File: src/hdl/lpp_pkg.sv
package lpp_pkg;

   localparam logic [7:0] START_MARK   = 8'hFA;
   localparam int         PACKET_LEN   = 22;
   localparam logic [7:0] INDEX_BASE   = 8'hA0;
   localparam logic [8:0] INDEX_OFFSET = 9'd43;
   localparam logic [8:0] INDEX_MOD    = 9'd90;
   localparam int         SAMPLES      = 4;

   // Byte offsets inside a packet.
   localparam logic [4:0] POS_INDEX     = 5'd1;
   localparam logic [4:0] POS_SPEED_LO  = 5'd2;
   localparam logic [4:0] POS_SPEED_HI  = 5'd3;
   localparam logic [4:0] POS_SAMPLE_LO = 5'd4;
   localparam logic [4:0] POS_SAMPLE_HI = 5'd19;
   localparam logic [4:0] POS_LAST      = 5'(PACKET_LEN - 1);

   typedef logic [3:0][7:0] sample_bytes_type;

   typedef struct packed {
      logic [6:0]                      index;
      logic [15:0]                     speed;
      sample_bytes_type [SAMPLES-1:0]  samples;
   } packet_type;

   // Result word layout, highest bit first.
   typedef struct packed {
      logic [6:0]  pad;
      logic [15:0] rotation_speed;
      logic        weak_signal_flag;
      logic        invalid_flag;
      logic [15:0] signal_strength;
      logic [13:0] distance_mm;
      logic [1:0]  sample_slot;
      logic [6:0]  frame_number;
   } result_type;

   // ((raw - 0xA0) mod 256 + 43) mod 90; the sum stays below 299, so three
   // conditional subtractions finish the reduction.
   function automatic logic [6:0] remap_index(input logic [7:0] raw);
      logic [7:0] diff;
      logic [8:0] v;
      diff = raw - INDEX_BASE;
      v = {1'b0, diff} + INDEX_OFFSET;
      if (v >= INDEX_MOD) begin
         v = v - INDEX_MOD;
      end
      if (v >= INDEX_MOD) begin
         v = v - INDEX_MOD;
      end
      if (v >= INDEX_MOD) begin
         v = v - INDEX_MOD;
      end
      return v[6:0];
   endfunction

endpackage

File: src/hdl/lpp_front.sv
module lpp_front (
   input  logic               clock,
   input  logic               reset,
   input  logic               req_tvalid,
   output logic               req_tready,
   input  logic [7:0]         req_tdata,
   output logic               push,
   output lpp_pkg::packet_type push_data,
   input  logic               queue_full
);
   import lpp_pkg::*;

   logic [4:0]       byte_count_ff, byte_count_in;
   logic [6:0]       index_ff, index_in;
   logic [15:0]      speed_ff, speed_in;
   logic [15:0][7:0] sample_ff, sample_in;
   logic             accept;
   logic [4:0]       rel_pos;

   // Only the closing byte of a packet needs room in the queue.
   assign req_tready = !(byte_count_ff == POS_LAST && queue_full);
   assign accept     = req_tvalid && req_tready;
   assign rel_pos    = byte_count_ff - POS_SAMPLE_LO;

   always_comb begin
      byte_count_in = byte_count_ff;
      index_in      = index_ff;
      speed_in      = speed_ff;
      sample_in     = sample_ff;
      push          = 1'b0;
      if (accept) begin
         if (byte_count_ff == 5'd0) begin
            if (req_tdata == START_MARK) begin
               byte_count_in = 5'd1;
            end
         end else if (byte_count_ff == POS_LAST) begin
            byte_count_in = 5'd0;
            push          = 1'b1;
         end else begin
            byte_count_in = byte_count_ff + 5'd1;
            if (byte_count_ff == POS_INDEX) begin
               index_in = remap_index(req_tdata);
            end
            if (byte_count_ff == POS_SPEED_LO) begin
               speed_in[7:0] = req_tdata;
            end
            if (byte_count_ff == POS_SPEED_HI) begin
               speed_in[15:8] = req_tdata;
            end
            if (byte_count_ff >= POS_SAMPLE_LO && byte_count_ff <= POS_SAMPLE_HI) begin
               sample_in[rel_pos[3:0]] = req_tdata;
            end
         end
      end
   end

   assign push_data.index   = index_ff;
   assign push_data.speed   = speed_ff;
   assign push_data.samples = sample_ff;

   always_ff @(posedge clock) begin
      if (reset) begin
         byte_count_ff <= 5'd0;
      end else begin
         byte_count_ff <= byte_count_in;
      end
      index_ff  <= index_in;
      speed_ff  <= speed_in;
      sample_ff <= sample_in;
   end

endmodule

File: src/hdl/lpp_queue.sv
module lpp_queue (
   input  logic               clock,
   input  logic               reset,
   input  logic               push,
   input  lpp_pkg::packet_type push_data,
   output logic               full,
   input  logic               pop,
   output logic               not_empty,
   output lpp_pkg::packet_type pop_data
);
   import lpp_pkg::*;

   packet_type  entry_ff [2];
   logic        wr_ptr_ff, wr_ptr_in;
   logic        rd_ptr_ff, rd_ptr_in;
   logic [1:0]  count_ff, count_in;

   assign full      = count_ff == 2'd2;
   assign not_empty = count_ff != 2'd0;
   assign pop_data  = entry_ff[rd_ptr_ff];

   always_comb begin
      wr_ptr_in = push ? !wr_ptr_ff : wr_ptr_ff;
      rd_ptr_in = pop ? !rd_ptr_ff : rd_ptr_ff;
      count_in  = count_ff + {1'b0, push} - {1'b0, pop};
   end

   always_ff @(posedge clock) begin
      if (reset) begin
         wr_ptr_ff <= 1'b0;
         rd_ptr_ff <= 1'b0;
         count_ff  <= 2'd0;
      end else begin
         wr_ptr_ff <= wr_ptr_in;
         rd_ptr_ff <= rd_ptr_in;
         count_ff  <= count_in;
      end
      if (push) begin
         entry_ff[wr_ptr_ff] <= push_data;
      end
   end

   assert property (@(posedge clock) disable iff (reset) !(push && full && !pop))
      else $error("packet queue overflow");
   assert property (@(posedge clock) disable iff (reset) !(pop && !not_empty))
      else $error("packet queue underflow");
   assert property (@(posedge clock) disable iff (reset)
      push && !pop |=> count_ff == $past(count_ff) + 2'd1)
      else $error("packet queue count did not follow a push");

endmodule

File: src/hdl/lpp_back.sv
module lpp_back (
   input  logic               clock,
   input  logic               reset,
   input  logic               queue_not_empty,
   input  lpp_pkg::packet_type queue_data,
   output logic               pop,
   output logic               rsp_tvalid,
   input  logic               rsp_tready,
   output logic [63:0]        rsp_tdata,
   output logic               rsp_tlast
);
   import lpp_pkg::*;

   packet_type  packet_ff, packet_in;
   logic        active_ff, active_in;
   logic [1:0]  slot_ff, slot_in;
   logic        valid_ff, valid_in;
   result_type  data_ff, data_in;
   logic        last_ff, last_in;
   logic        advance;
   logic [15:0] dist_word;

   assign advance   = !valid_ff || rsp_tready;
   assign pop       = queue_not_empty && (!active_ff || (advance && slot_ff == 2'd3));
   assign dist_word = {packet_ff.samples[slot_ff][1], packet_ff.samples[slot_ff][0]};

   always_comb begin
      packet_in = packet_ff;
      active_in = active_ff;
      slot_in   = slot_ff;
      valid_in  = valid_ff;
      data_in   = data_ff;
      last_in   = last_ff;
      if (advance) begin
         valid_in = active_ff;
         if (active_ff) begin
            data_in.pad              = '0;
            data_in.frame_number     = packet_ff.index;
            data_in.sample_slot      = slot_ff;
            data_in.distance_mm      = dist_word[13:0];
            data_in.signal_strength  = {packet_ff.samples[slot_ff][3],
                                        packet_ff.samples[slot_ff][2]};
            data_in.invalid_flag     = dist_word[15];
            data_in.weak_signal_flag = dist_word[14];
            data_in.rotation_speed   = packet_ff.speed;
            last_in                  = slot_ff == 2'd3;
            slot_in                  = slot_ff + 2'd1;
            if (slot_ff == 2'd3) begin
               active_in = 1'b0;
            end
         end
      end
      if (pop) begin
         packet_in = queue_data;
         active_in = 1'b1;
         slot_in   = 2'd0;
      end
   end

   always_ff @(posedge clock) begin
      if (reset) begin
         active_ff <= 1'b0;
         slot_ff   <= 2'd0;
         valid_ff  <= 1'b0;
      end else begin
         active_ff <= active_in;
         slot_ff   <= slot_in;
         valid_ff  <= valid_in;
      end
      packet_ff <= packet_in;
      data_ff   <= data_in;
      last_ff   <= last_in;
   end

   assign rsp_tvalid = valid_ff;
   assign rsp_tdata  = data_ff;
   assign rsp_tlast  = last_ff;

   assert property (@(posedge clock) disable iff (reset)
      rsp_tvalid |-> rsp_tlast == (data_ff.sample_slot == 2'd3))
      else $error("last marker not on the fourth sample");
   assert property (@(posedge clock) disable iff (reset)
      rsp_tvalid && rsp_tready && !rsp_tlast |=>
         rsp_tvalid && data_ff.sample_slot == $past(data_ff.sample_slot) + 2'd1)
      else $error("sample sequence broken inside a packet");
   assert property (@(posedge clock) disable iff (reset) !active_ff |-> slot_ff == 2'd0)
      else $error("sample slot not cleared while idle");

endmodule

File: src/hdl/lidar_packet_parser_top.sv
// Frames 22-byte lidar packets from a byte stream and emits four result words
// per packet, one per distance sample. A packet opens on 0xFA; bytes outside a
// packet that are not 0xFA are dropped. One byte is accepted every cycle while
// req_tready is high; the front decodes fields as bytes arrive and hands a
// finished packet to a two-entry queue, and the back drains it as four words,
// one per cycle while the result side does not stall, with tlast on the
// fourth. req_tready drops only when the closing byte of a packet meets a full
// queue, which takes a stalled result side.
module lidar_packet_parser_top (
   input  logic        clock,
   input  logic        reset,
   input  logic        req_tvalid,
   output logic        req_tready,
   input  logic [7:0]  req_tdata,   // rx_byte
   output logic        rsp_tvalid,
   input  logic        rsp_tready,
   // frame_number[6:0], sample_slot[8:7], distance_mm[22:9],
   // signal_strength[38:23], invalid_flag[39], weak_signal_flag[40],
   // rotation_speed[56:41], zeros above
   output logic [63:0] rsp_tdata,
   output logic        rsp_tlast    // last_sample
);
   import lpp_pkg::*;

   logic       push;
   packet_type push_data;
   logic       queue_full;
   logic       pop;
   logic       queue_not_empty;
   packet_type pop_data;

   lpp_front u_front (
      .clock      (clock),
      .reset      (reset),
      .req_tvalid (req_tvalid),
      .req_tready (req_tready),
      .req_tdata  (req_tdata),
      .push       (push),
      .push_data  (push_data),
      .queue_full (queue_full)
   );

   lpp_queue u_queue (
      .clock     (clock),
      .reset     (reset),
      .push      (push),
      .push_data (push_data),
      .full      (queue_full),
      .pop       (pop),
      .not_empty (queue_not_empty),
      .pop_data  (pop_data)
   );

   lpp_back u_back (
      .clock           (clock),
      .reset           (reset),
      .queue_not_empty (queue_not_empty),
      .queue_data      (pop_data),
      .pop             (pop),
      .rsp_tvalid      (rsp_tvalid),
      .rsp_tready      (rsp_tready),
      .rsp_tdata       (rsp_tdata),
      .rsp_tlast       (rsp_tlast)
   );

endmodule

File: config.mk
export PLATFORM = sky130hd
export DESIGN_NAME = lidar_packet_parser_top
export DESIGN_NICKNAME = d
export VERILOG_FILES = /design/src/hdl/lpp_pkg.sv /design/src/hdl/lpp_front.sv /design/src/hdl/lpp_queue.sv /design/src/hdl/lpp_back.sv /design/src/hdl/lidar_packet_parser_top.sv
export SDC_FILE = /design/constraint.sdc
export NUM_CORES = 1
export LEC_CHECK = 0
export ABC_AREA = 1
export BUFFER_PORTS_ARGS = -buffer_cell sky130_fd_sc_hd__buf_2
export CORE_ASPECT_RATIO = 1.25
export CORE_UTILIZATION = 49
export DETAILED_ROUTE_END_ITERATION = 10
export PLACE_DENSITY_LB_ADDON = 0.12
export SYNTH_ARGS = -nofsm -noshare
export SYNTH_HDL_FRONTEND = slang
export SYNTH_SLANG_ARGS = --single-unit
export TNS_END_PERCENT = 10
File: constraint.sdc
create_clock -name clock -period 12.4 [get_ports clock]
set_input_delay 2.48 -clock clock [delete_from_list [all_inputs] [get_ports clock]]
set_output_delay 2.48 -clock clock [all_outputs]
set_load 0.02 [all_outputs]
Word-level counts from Yosys, hierarchy flattened
Memories as Yosys holds them, arrays and structs flattened. A register that Yosys moved wholly into a read port is not among the register bits.
Index checks and enable logic that the tools add are counted.

operators by class
  bitwise operators = 2
  reductions and logical operators = 23
  $lt $le $gt $ge = 8
  $add $sub $neg = 10
  multiplexer cells = 28
  equality and inequality tests = 8

operator list
  operator                                                           number
  bitwise mux 128 bit                                                1
  2-to-1 mux 9 bit                                                   10
  binary-select mux 32 bit (select 2 bit)                            1
  demux 8 bit (select 4 bit)                                         1
  2-to-1 mux 32 bit                                                  1
  greater-or-equal comparator 9 x 7 -> 1 bit, second input constant  3
  subtractor 9 x 7 -> 9 bit, second input constant                   2
  AND reduction 4 bit                                                4
  2-to-1 mux 5 bit                                                   3
  equality test 5 x 2 -> 1 bit, second input constant                2
  adder 8 x 6 -> 9 bit, second input constant                        1
  2-to-1 mux 1 bit                                                   9
  equality test 8 bit, second input constant                         1
  2-to-1 mux 8 bit                                                   1
  subtractor 8 bit, second input constant                            1
  2-to-1 mux 7 bit                                                   1
  subtractor 7 bit, second input constant                            1
  logical AND 1 bit                                                  6
  adder 5 x 1 -> 5 bit, second input constant                        1
  equality test 5 x 1 -> 1 bit, second input constant                1
  equality test 5 bit, second input constant                         1
  greater-or-equal comparator 5 x 3 -> 1 bit, second input constant  1
  less-or-equal comparator 5 bit, second input constant              1
  zero test 1 bit                                                    5
  15 further kinds                                                   20

storage, ports and cells
  output and inout port bits = 67
  register bits after elaboration = 222
  RAM bits = 302
  logic and storage cells = 114
  memories kept = 1

memories
  name              words  width  read ports  clocked after memory_dff  write ports  line             source
  u_queue.entry_ff  2      151    1           1                         1            lpp_queue.sv:13  packet_type entry_ff [2];

Depth between registers and ports, before layout
  depth after elaboration = 16
  mapped depth = 29

Cells and area by module
Synthesis repeated with hierarchy kept, for this count alone.

unflattened totals
  cell total of the unflattened synthesis = 1402
  area, all modules = 25290.5 um2

modules (own cells, without submodules)
  module     area an instance (um2)  sequential area each (um2)  instances  cells each
  lpp_queue  11484.8                 9168.8                      1          501
  lpp_back   7414.6                  6356.1                      1          427
  lpp_front  6391.1                  4634.4                      1          474

Least setup slack after synthesis
No wires, ideal clock.

  path kind = input-to-reg
  from = in rsp_tready
  to = reg u_queue.count_ff[1]
  path buffers = 0
  required time = 12.330 ns
  library setup time = 0.070 ns
  stages = 10
  slack = 0.627 ns
  arrival = 11.703 ns
  cells stage by stage = nor2_1 > inv_1 > a21oi_1 > a21oi_1 > ha_1 > inv_1 > ha_1 > xor2_1 > o21ai_0 > a21oi_1

between the ends
  word-level cells in the longest chain between the ends = 5

RTL lines
  item                       line                           source
  start, declared            lidar_packet_parser_top.sv:16  input logic rsp_tready,
  logical OR 1 bit           lpp_back.sv:23                 assign advance = !valid_ff || rsp_tready;
  logical AND 1 bit          lpp_back.sv:24                 assign pop = queue_not_empty && (!active_ff || (advance && slot_ff == 2'd3));
  logical OR 1 bit           lpp_back.sv:24
  logical AND 1 bit          lpp_back.sv:24
  named net pop              lidar_packet_parser_top.sv:28  logic pop;
  subtractor 2 x 1 -> 2 bit  lpp_queue.sv:25                count_in = count_ff + {1'b0, push} - {1'b0, pop};
  end signal, assigned       lpp_queue.sv:36                count_ff <= count_in;
  end, declared              lpp_queue.sv:16                logic [1:0] count_ff, count_in;

The timed path passes the listed nets, and every way through them passes these cells.
A chain may end at the register's enable or synchronous reset.

Final worst setup path
  from = in req_tdata[0]
  to = reg u_front.index_ff[5], data pin

between the ends
  word-level cells in the longest chain between the ends = 16
  elaborated cells between the ends (all ways) = 19
  classes of those cells = add/sub (5); order compare (3); mux (11)

RTL lines
  item                                                                                            line                           source
  start, declared                                                                                 lidar_packet_parser_top.sv:14  input logic [7:0] req_tdata,
  subtractor 8 bit *                                                                              lpp_pkg.sv:43                  diff = raw - INDEX_BASE;
  adder 8 x 6 -> 9 bit *                                                                          lpp_pkg.sv:44                  v = {1'b0, diff} + INDEX_OFFSET;
  subtractor 9 x 7 -> 9 bit / greater-or-equal comparator 9 x 7 -> 1 bit (equally long branches)  lpp_pkg.sv:46, lpp_pkg.sv:45
  2-to-1 mux 9 bit *                                                                              lpp_pkg.sv:45                  if (v >= INDEX_MOD) begin
  2-to-1 mux 9 bit *                                                                              lpp_front.sv:41                if (byte_count_ff == POS_INDEX) begin
  2-to-1 mux 9 bit *                                                                              lpp_front.sv:36                end else if (byte_count_ff == POS_LAST) begin
  2-to-1 mux 9 bit *                                                                              lpp_front.sv:32                if (byte_count_ff == 5'd0) begin
  2-to-1 mux 9 bit *                                                                              lpp_front.sv:31                if (accept) begin
  subtractor 9 x 7 -> 9 bit / greater-or-equal comparator 9 x 7 -> 1 bit (equally long branches)  lpp_pkg.sv:49, lpp_pkg.sv:48
  2-to-1 mux 9 bit *                                                                              lpp_pkg.sv:48                  if (v >= INDEX_MOD) begin
  2-to-1 mux 9 bit *                                                                              lpp_front.sv:41
  2-to-1 mux 9 bit *                                                                              lpp_front.sv:36
  2-to-1 mux 9 bit *                                                                              lpp_front.sv:32
  2-to-1 mux 9 bit *                                                                              lpp_front.sv:31
  greater-or-equal comparator 9 x 7 -> 1 bit / subtractor 7 bit (equally long branches)           lpp_pkg.sv:51, lpp_pkg.sv:52
  2-to-1 mux 7 bit *                                                                              lpp_pkg.sv:51                  if (v >= INDEX_MOD) begin
  end signal, assigned                                                                            lpp_front.sv:67                index_ff <= index_in;
  end, declared                                                                                   lpp_front.sv:14                logic [6:0] index_ff, index_in;

Every way passes the cells marked *; elsewhere a longest branch is shown, timed or not. The select of a mux whose other input is x is not followed.

==> impl_metrics.json <==
{
  "grt_usage_pct": 18.6,
  "p_comb_share_pct": 16.7,
  "n_fill_cell": 3941,
  "cp.depth": 28,
  "fin_hold_ws_ps": 419,
  "maxSlewViolCount": 0,
  "synth.cell_area_mm2": 0.0247,
  "post_cts_buffers": 0,
  "fin_setup_tns_ps": 0,
  "layout_min_cycle_time_ps": 5880,
  "cp_slowest_stage_delay_ps": 430,
  "clk_path_buf_depth": 3,
  "antenna_left": 0,
  "p_seq_share_pct": 52.3,
  "dieHeight_um": 253,
  "io_pins": 79,
  "yosys.area.top_type_share_pct": 80.6,
  "setup_ws_ps": 6520,
  "netlist_top_cells_area": "edfxtp_1 (81%), nand2_1 (8.5%), o21ai_0 (1.5%)",
  "rsz0062_at_grt": "no",
  "vias_per_cell": 5.10,
  "clock_sinks": 675,
  "cts_tree": "built",
  "wl_per_cell_um": 18.8,
  "avgSynthCellArea_um2": 14.6,
  "cts.htree.levels": 2,
  "final_common_cell": "edfxtp_1",
  "critPathMostFrequentCell": "nand2_1",
  "antenna_found_initial": 0,
  "arrival_ps": 6260,
  "grt_pass1_wl_um": 71000,
  "reg2reg_depth": 10,
  "r2r-end": "u_queue.entry_ff[1][135]",
  "ys.warnings.count": 0,
  "status": "finished, final reports clean",
  "grt_max_degree": 155,
  "gr-total-overflow": 0,
  "rrSetupSlack_ps": 8980,
  "drive_gt1_share_pct": 12.5,
  "endpoint": "u_front.index_ff[5]",
  "multi_input_area_mm2": 0.00408,
  "place.port_buffers": 71,
  "fp-row-count": 91,
  "synth_cells": 1693,
  "p_clk_share_pct": 31.0,
  "clk_latency_ps": 630,
  "syn2layout_area_growth_pct": 11.9,
  "critPathTopFamily": "simple AND/OR/NAND/NOR gates",
  "p_leak_uw": 0.00994,
  "post-place-ws_ps": 5850,
  "routabilityCongestion": 0.792,
  "cellPowerDensity_mw_per_mm2": 207,
  "yosysTopAreaCell": "edfxtp_1",
  "drt_wl_total_um": 46700,
  "max-cap-violations": 0,
  "cts_hold_buffers": 0,
  "num_vias": 12700,
  "hold_viol": 0,
  "cts_root_buffer": "clkbuf_16",
  "grt_pass1_vias": 12600,
  "post_cts_resize_count": 0,
  "setup-violations-final": 0,
  "drcViolationCount": 0,
  "firstDrtPassIters": 5,
  "yosysSeqAreaShare_pct": 81.7,
  "cp-startpoint": "req_tdata[0]",
  "first_iter_violations": 818,
  "diodes": 0,
  "ir_drop_mv": 0.171,
  "p_int_uw": 4100,
  "cp-start-kind": "input port",
  "p_sw_share_pct": 28.3,
  "required_ps": 12780,
  "seq_area_mm2": 0.0201,
  "relSlewSlack_pct": 21.6,
  "dp_hpwl_um": 24300,
  "num-nets-final": 1810,
  "hold_path_class": "reg -> reg",
  "r2r_start": "u_front.byte_count_ff[1]",
  "slowest_stage": "buf_2",
  "criticalPathCategory": "in -> reg",
  "final_cell_mix": "edfxtp_1 (662), nand2_1 (556), nor2_1 (98)",
  "chipWidth_um": 203,
  "crit_buf_inv": 4,
  "max_freq_mhz": 170,
  "initial_core_util_pct": 49.8,
  "path_clk_slew_ps": 60,
  "die_area_mm2": 0.0512,
  "ys_ff_latch": 675,
  "fin_crit_sh_pct": 47.4,
  "fin_skew_ps": 11.8,
  "cts_inserted_buffers": 60,
  "coreArea_mm2": 0.0495,
  "p_switching_uw": 1620,
  "cp_max_fo": 21,
  "critPathCaptureType": "flop",
  "synth.distinct_cells": 36,
  "worst_slew_pin_slew_ps": 1170
}
through the flow:
stage	cells	total power, uW	utilization (%)	cell area (um2)
floorplan	1699	3730	-	24700
global placement	2372	3990	51.9	25700
detailed placement	2372	4010	51.9	25700
CTS	2486	5780	55.7	27600
global route	2486	5970	55.7	27600
finish	2486	5710	55.7	27600
cells by family (layout without fill, tap and decap cells):
family,count (synthesis),after routing,synth area share (%)
xor+xnor,6,6,0.213
flops,675,675,81.7
simple gates,753,753,12.5
buf+inv,119,255,2.03
compound gates,124,124,2.81
fa+ha+maj,15,15,0.761
other cells,1,7,0.0152
synthesized netlist by cell type:
master	count
a211oi_1	1
clkbuf_1	51
o22ai_1	32
buf_1	2
ha_1	15
nor2_1	101
xnor2_1	1
or2_2	1
nor3_1	6
nor3b_1	2
and2_4	1
dfxtp_1	13
nand2_1	556
xor2_1	5
buf_4	8
edfxtp_1	662
nand2_4	5
o21bai_1	1
inv_1	44
o21ai_1	1
nand3b_1	5
a31o_2	1
nand4_1	1
o21ai_0	76
nand2_2	25
conb_1	1
nand3_2	2
a21oi_4	2
clkinv_1	1
nand3_4	1
nor2_2	3
inv_2	10
buf_6	3
a21oi_1	10
nand3_1	41
nor2_4	3
worst register-to-register path: stages, from the launching register on:
cell and delay [ps]:
dfxtp_1 400, inv_1 100, ha_1 220, nand2_1 70, nor2_1 80, nand3_1 220
nand2_1 150, inv_1 140, nand2_1 200, nor2_4 450, buf_4 960
layer usage:
layer | wire length, um | part of all wire (%) | vias to the layer above | global-route usage (%)
li1 | - | - | 6118 | -
met1 | 19700 | 42 | 6225 | 22.9
met2 | 24000 | 51 | 263 | 33.2
met3 | 1700 | 3.6 | 74 | 2.59
met4 | 1270 | 2.7 | 0 | 7.09
met5 | 0 | 0 | - | 0
cell type report:
class	count	area share (%)
sequential	675	73.0
multi-input combinational	905	14.8
clock buffer	70	5.58
tap	651	2.95
timing repair buffer	86	1.74
clock inverter	44	1.19
inverter	55	0.757
state kept, by name, indices dropped and copies added, names as in the netlist:
name	cells
u_back.active_ff	1
u_back.packet_ff	151
u_back.rsp_tdata	57
u_back.rsp_tlast	1
u_back.rsp_tvalid	1
u_back.slot_ff	2
u_front.byte_count_ff	5
u_front.index_ff	7
u_front.push_data	128
u_front.speed_ff	16
u_queue.count_ff	2
u_queue.entry_ff	302
u_queue.rd_ptr_ff	1
u_queue.wr_ptr_ff	1
worst min path at each step:
stage	from	end	slack [ps]	cells past startpoint
floorplan	u_back.packet_ff[144]	u_back.rsp_tdata[0]	400	0
global placement	u_back.packet_ff[148]	u_back.rsp_tdata[4]	400	0
detailed placement	u_back.packet_ff[131]	u_back.rsp_tdata[44]	410	0
CTS	u_back.packet_ff[131]	u_back.rsp_tdata[44]	420	0
global route	u_back.packet_ff[142]	u_back.rsp_tdata[55]	430	0
finish	u_back.packet_ff[141]	u_back.rsp_tdata[54]	420	0
power by group through the flow:
stage / registers, uW / logic (uW) / clock network (uW)
floorplan: 3160 / 574 / 0
CTS: 2990 / 978 / 1810
finish: 2990 / 957 / 1770
detailed placement: 3040 / 975 / 0
global placement: 3030 / 955 / 0
global route: 3010 / 1070 / 1890
Note: power is estimated with default switching activity, not from simulation.
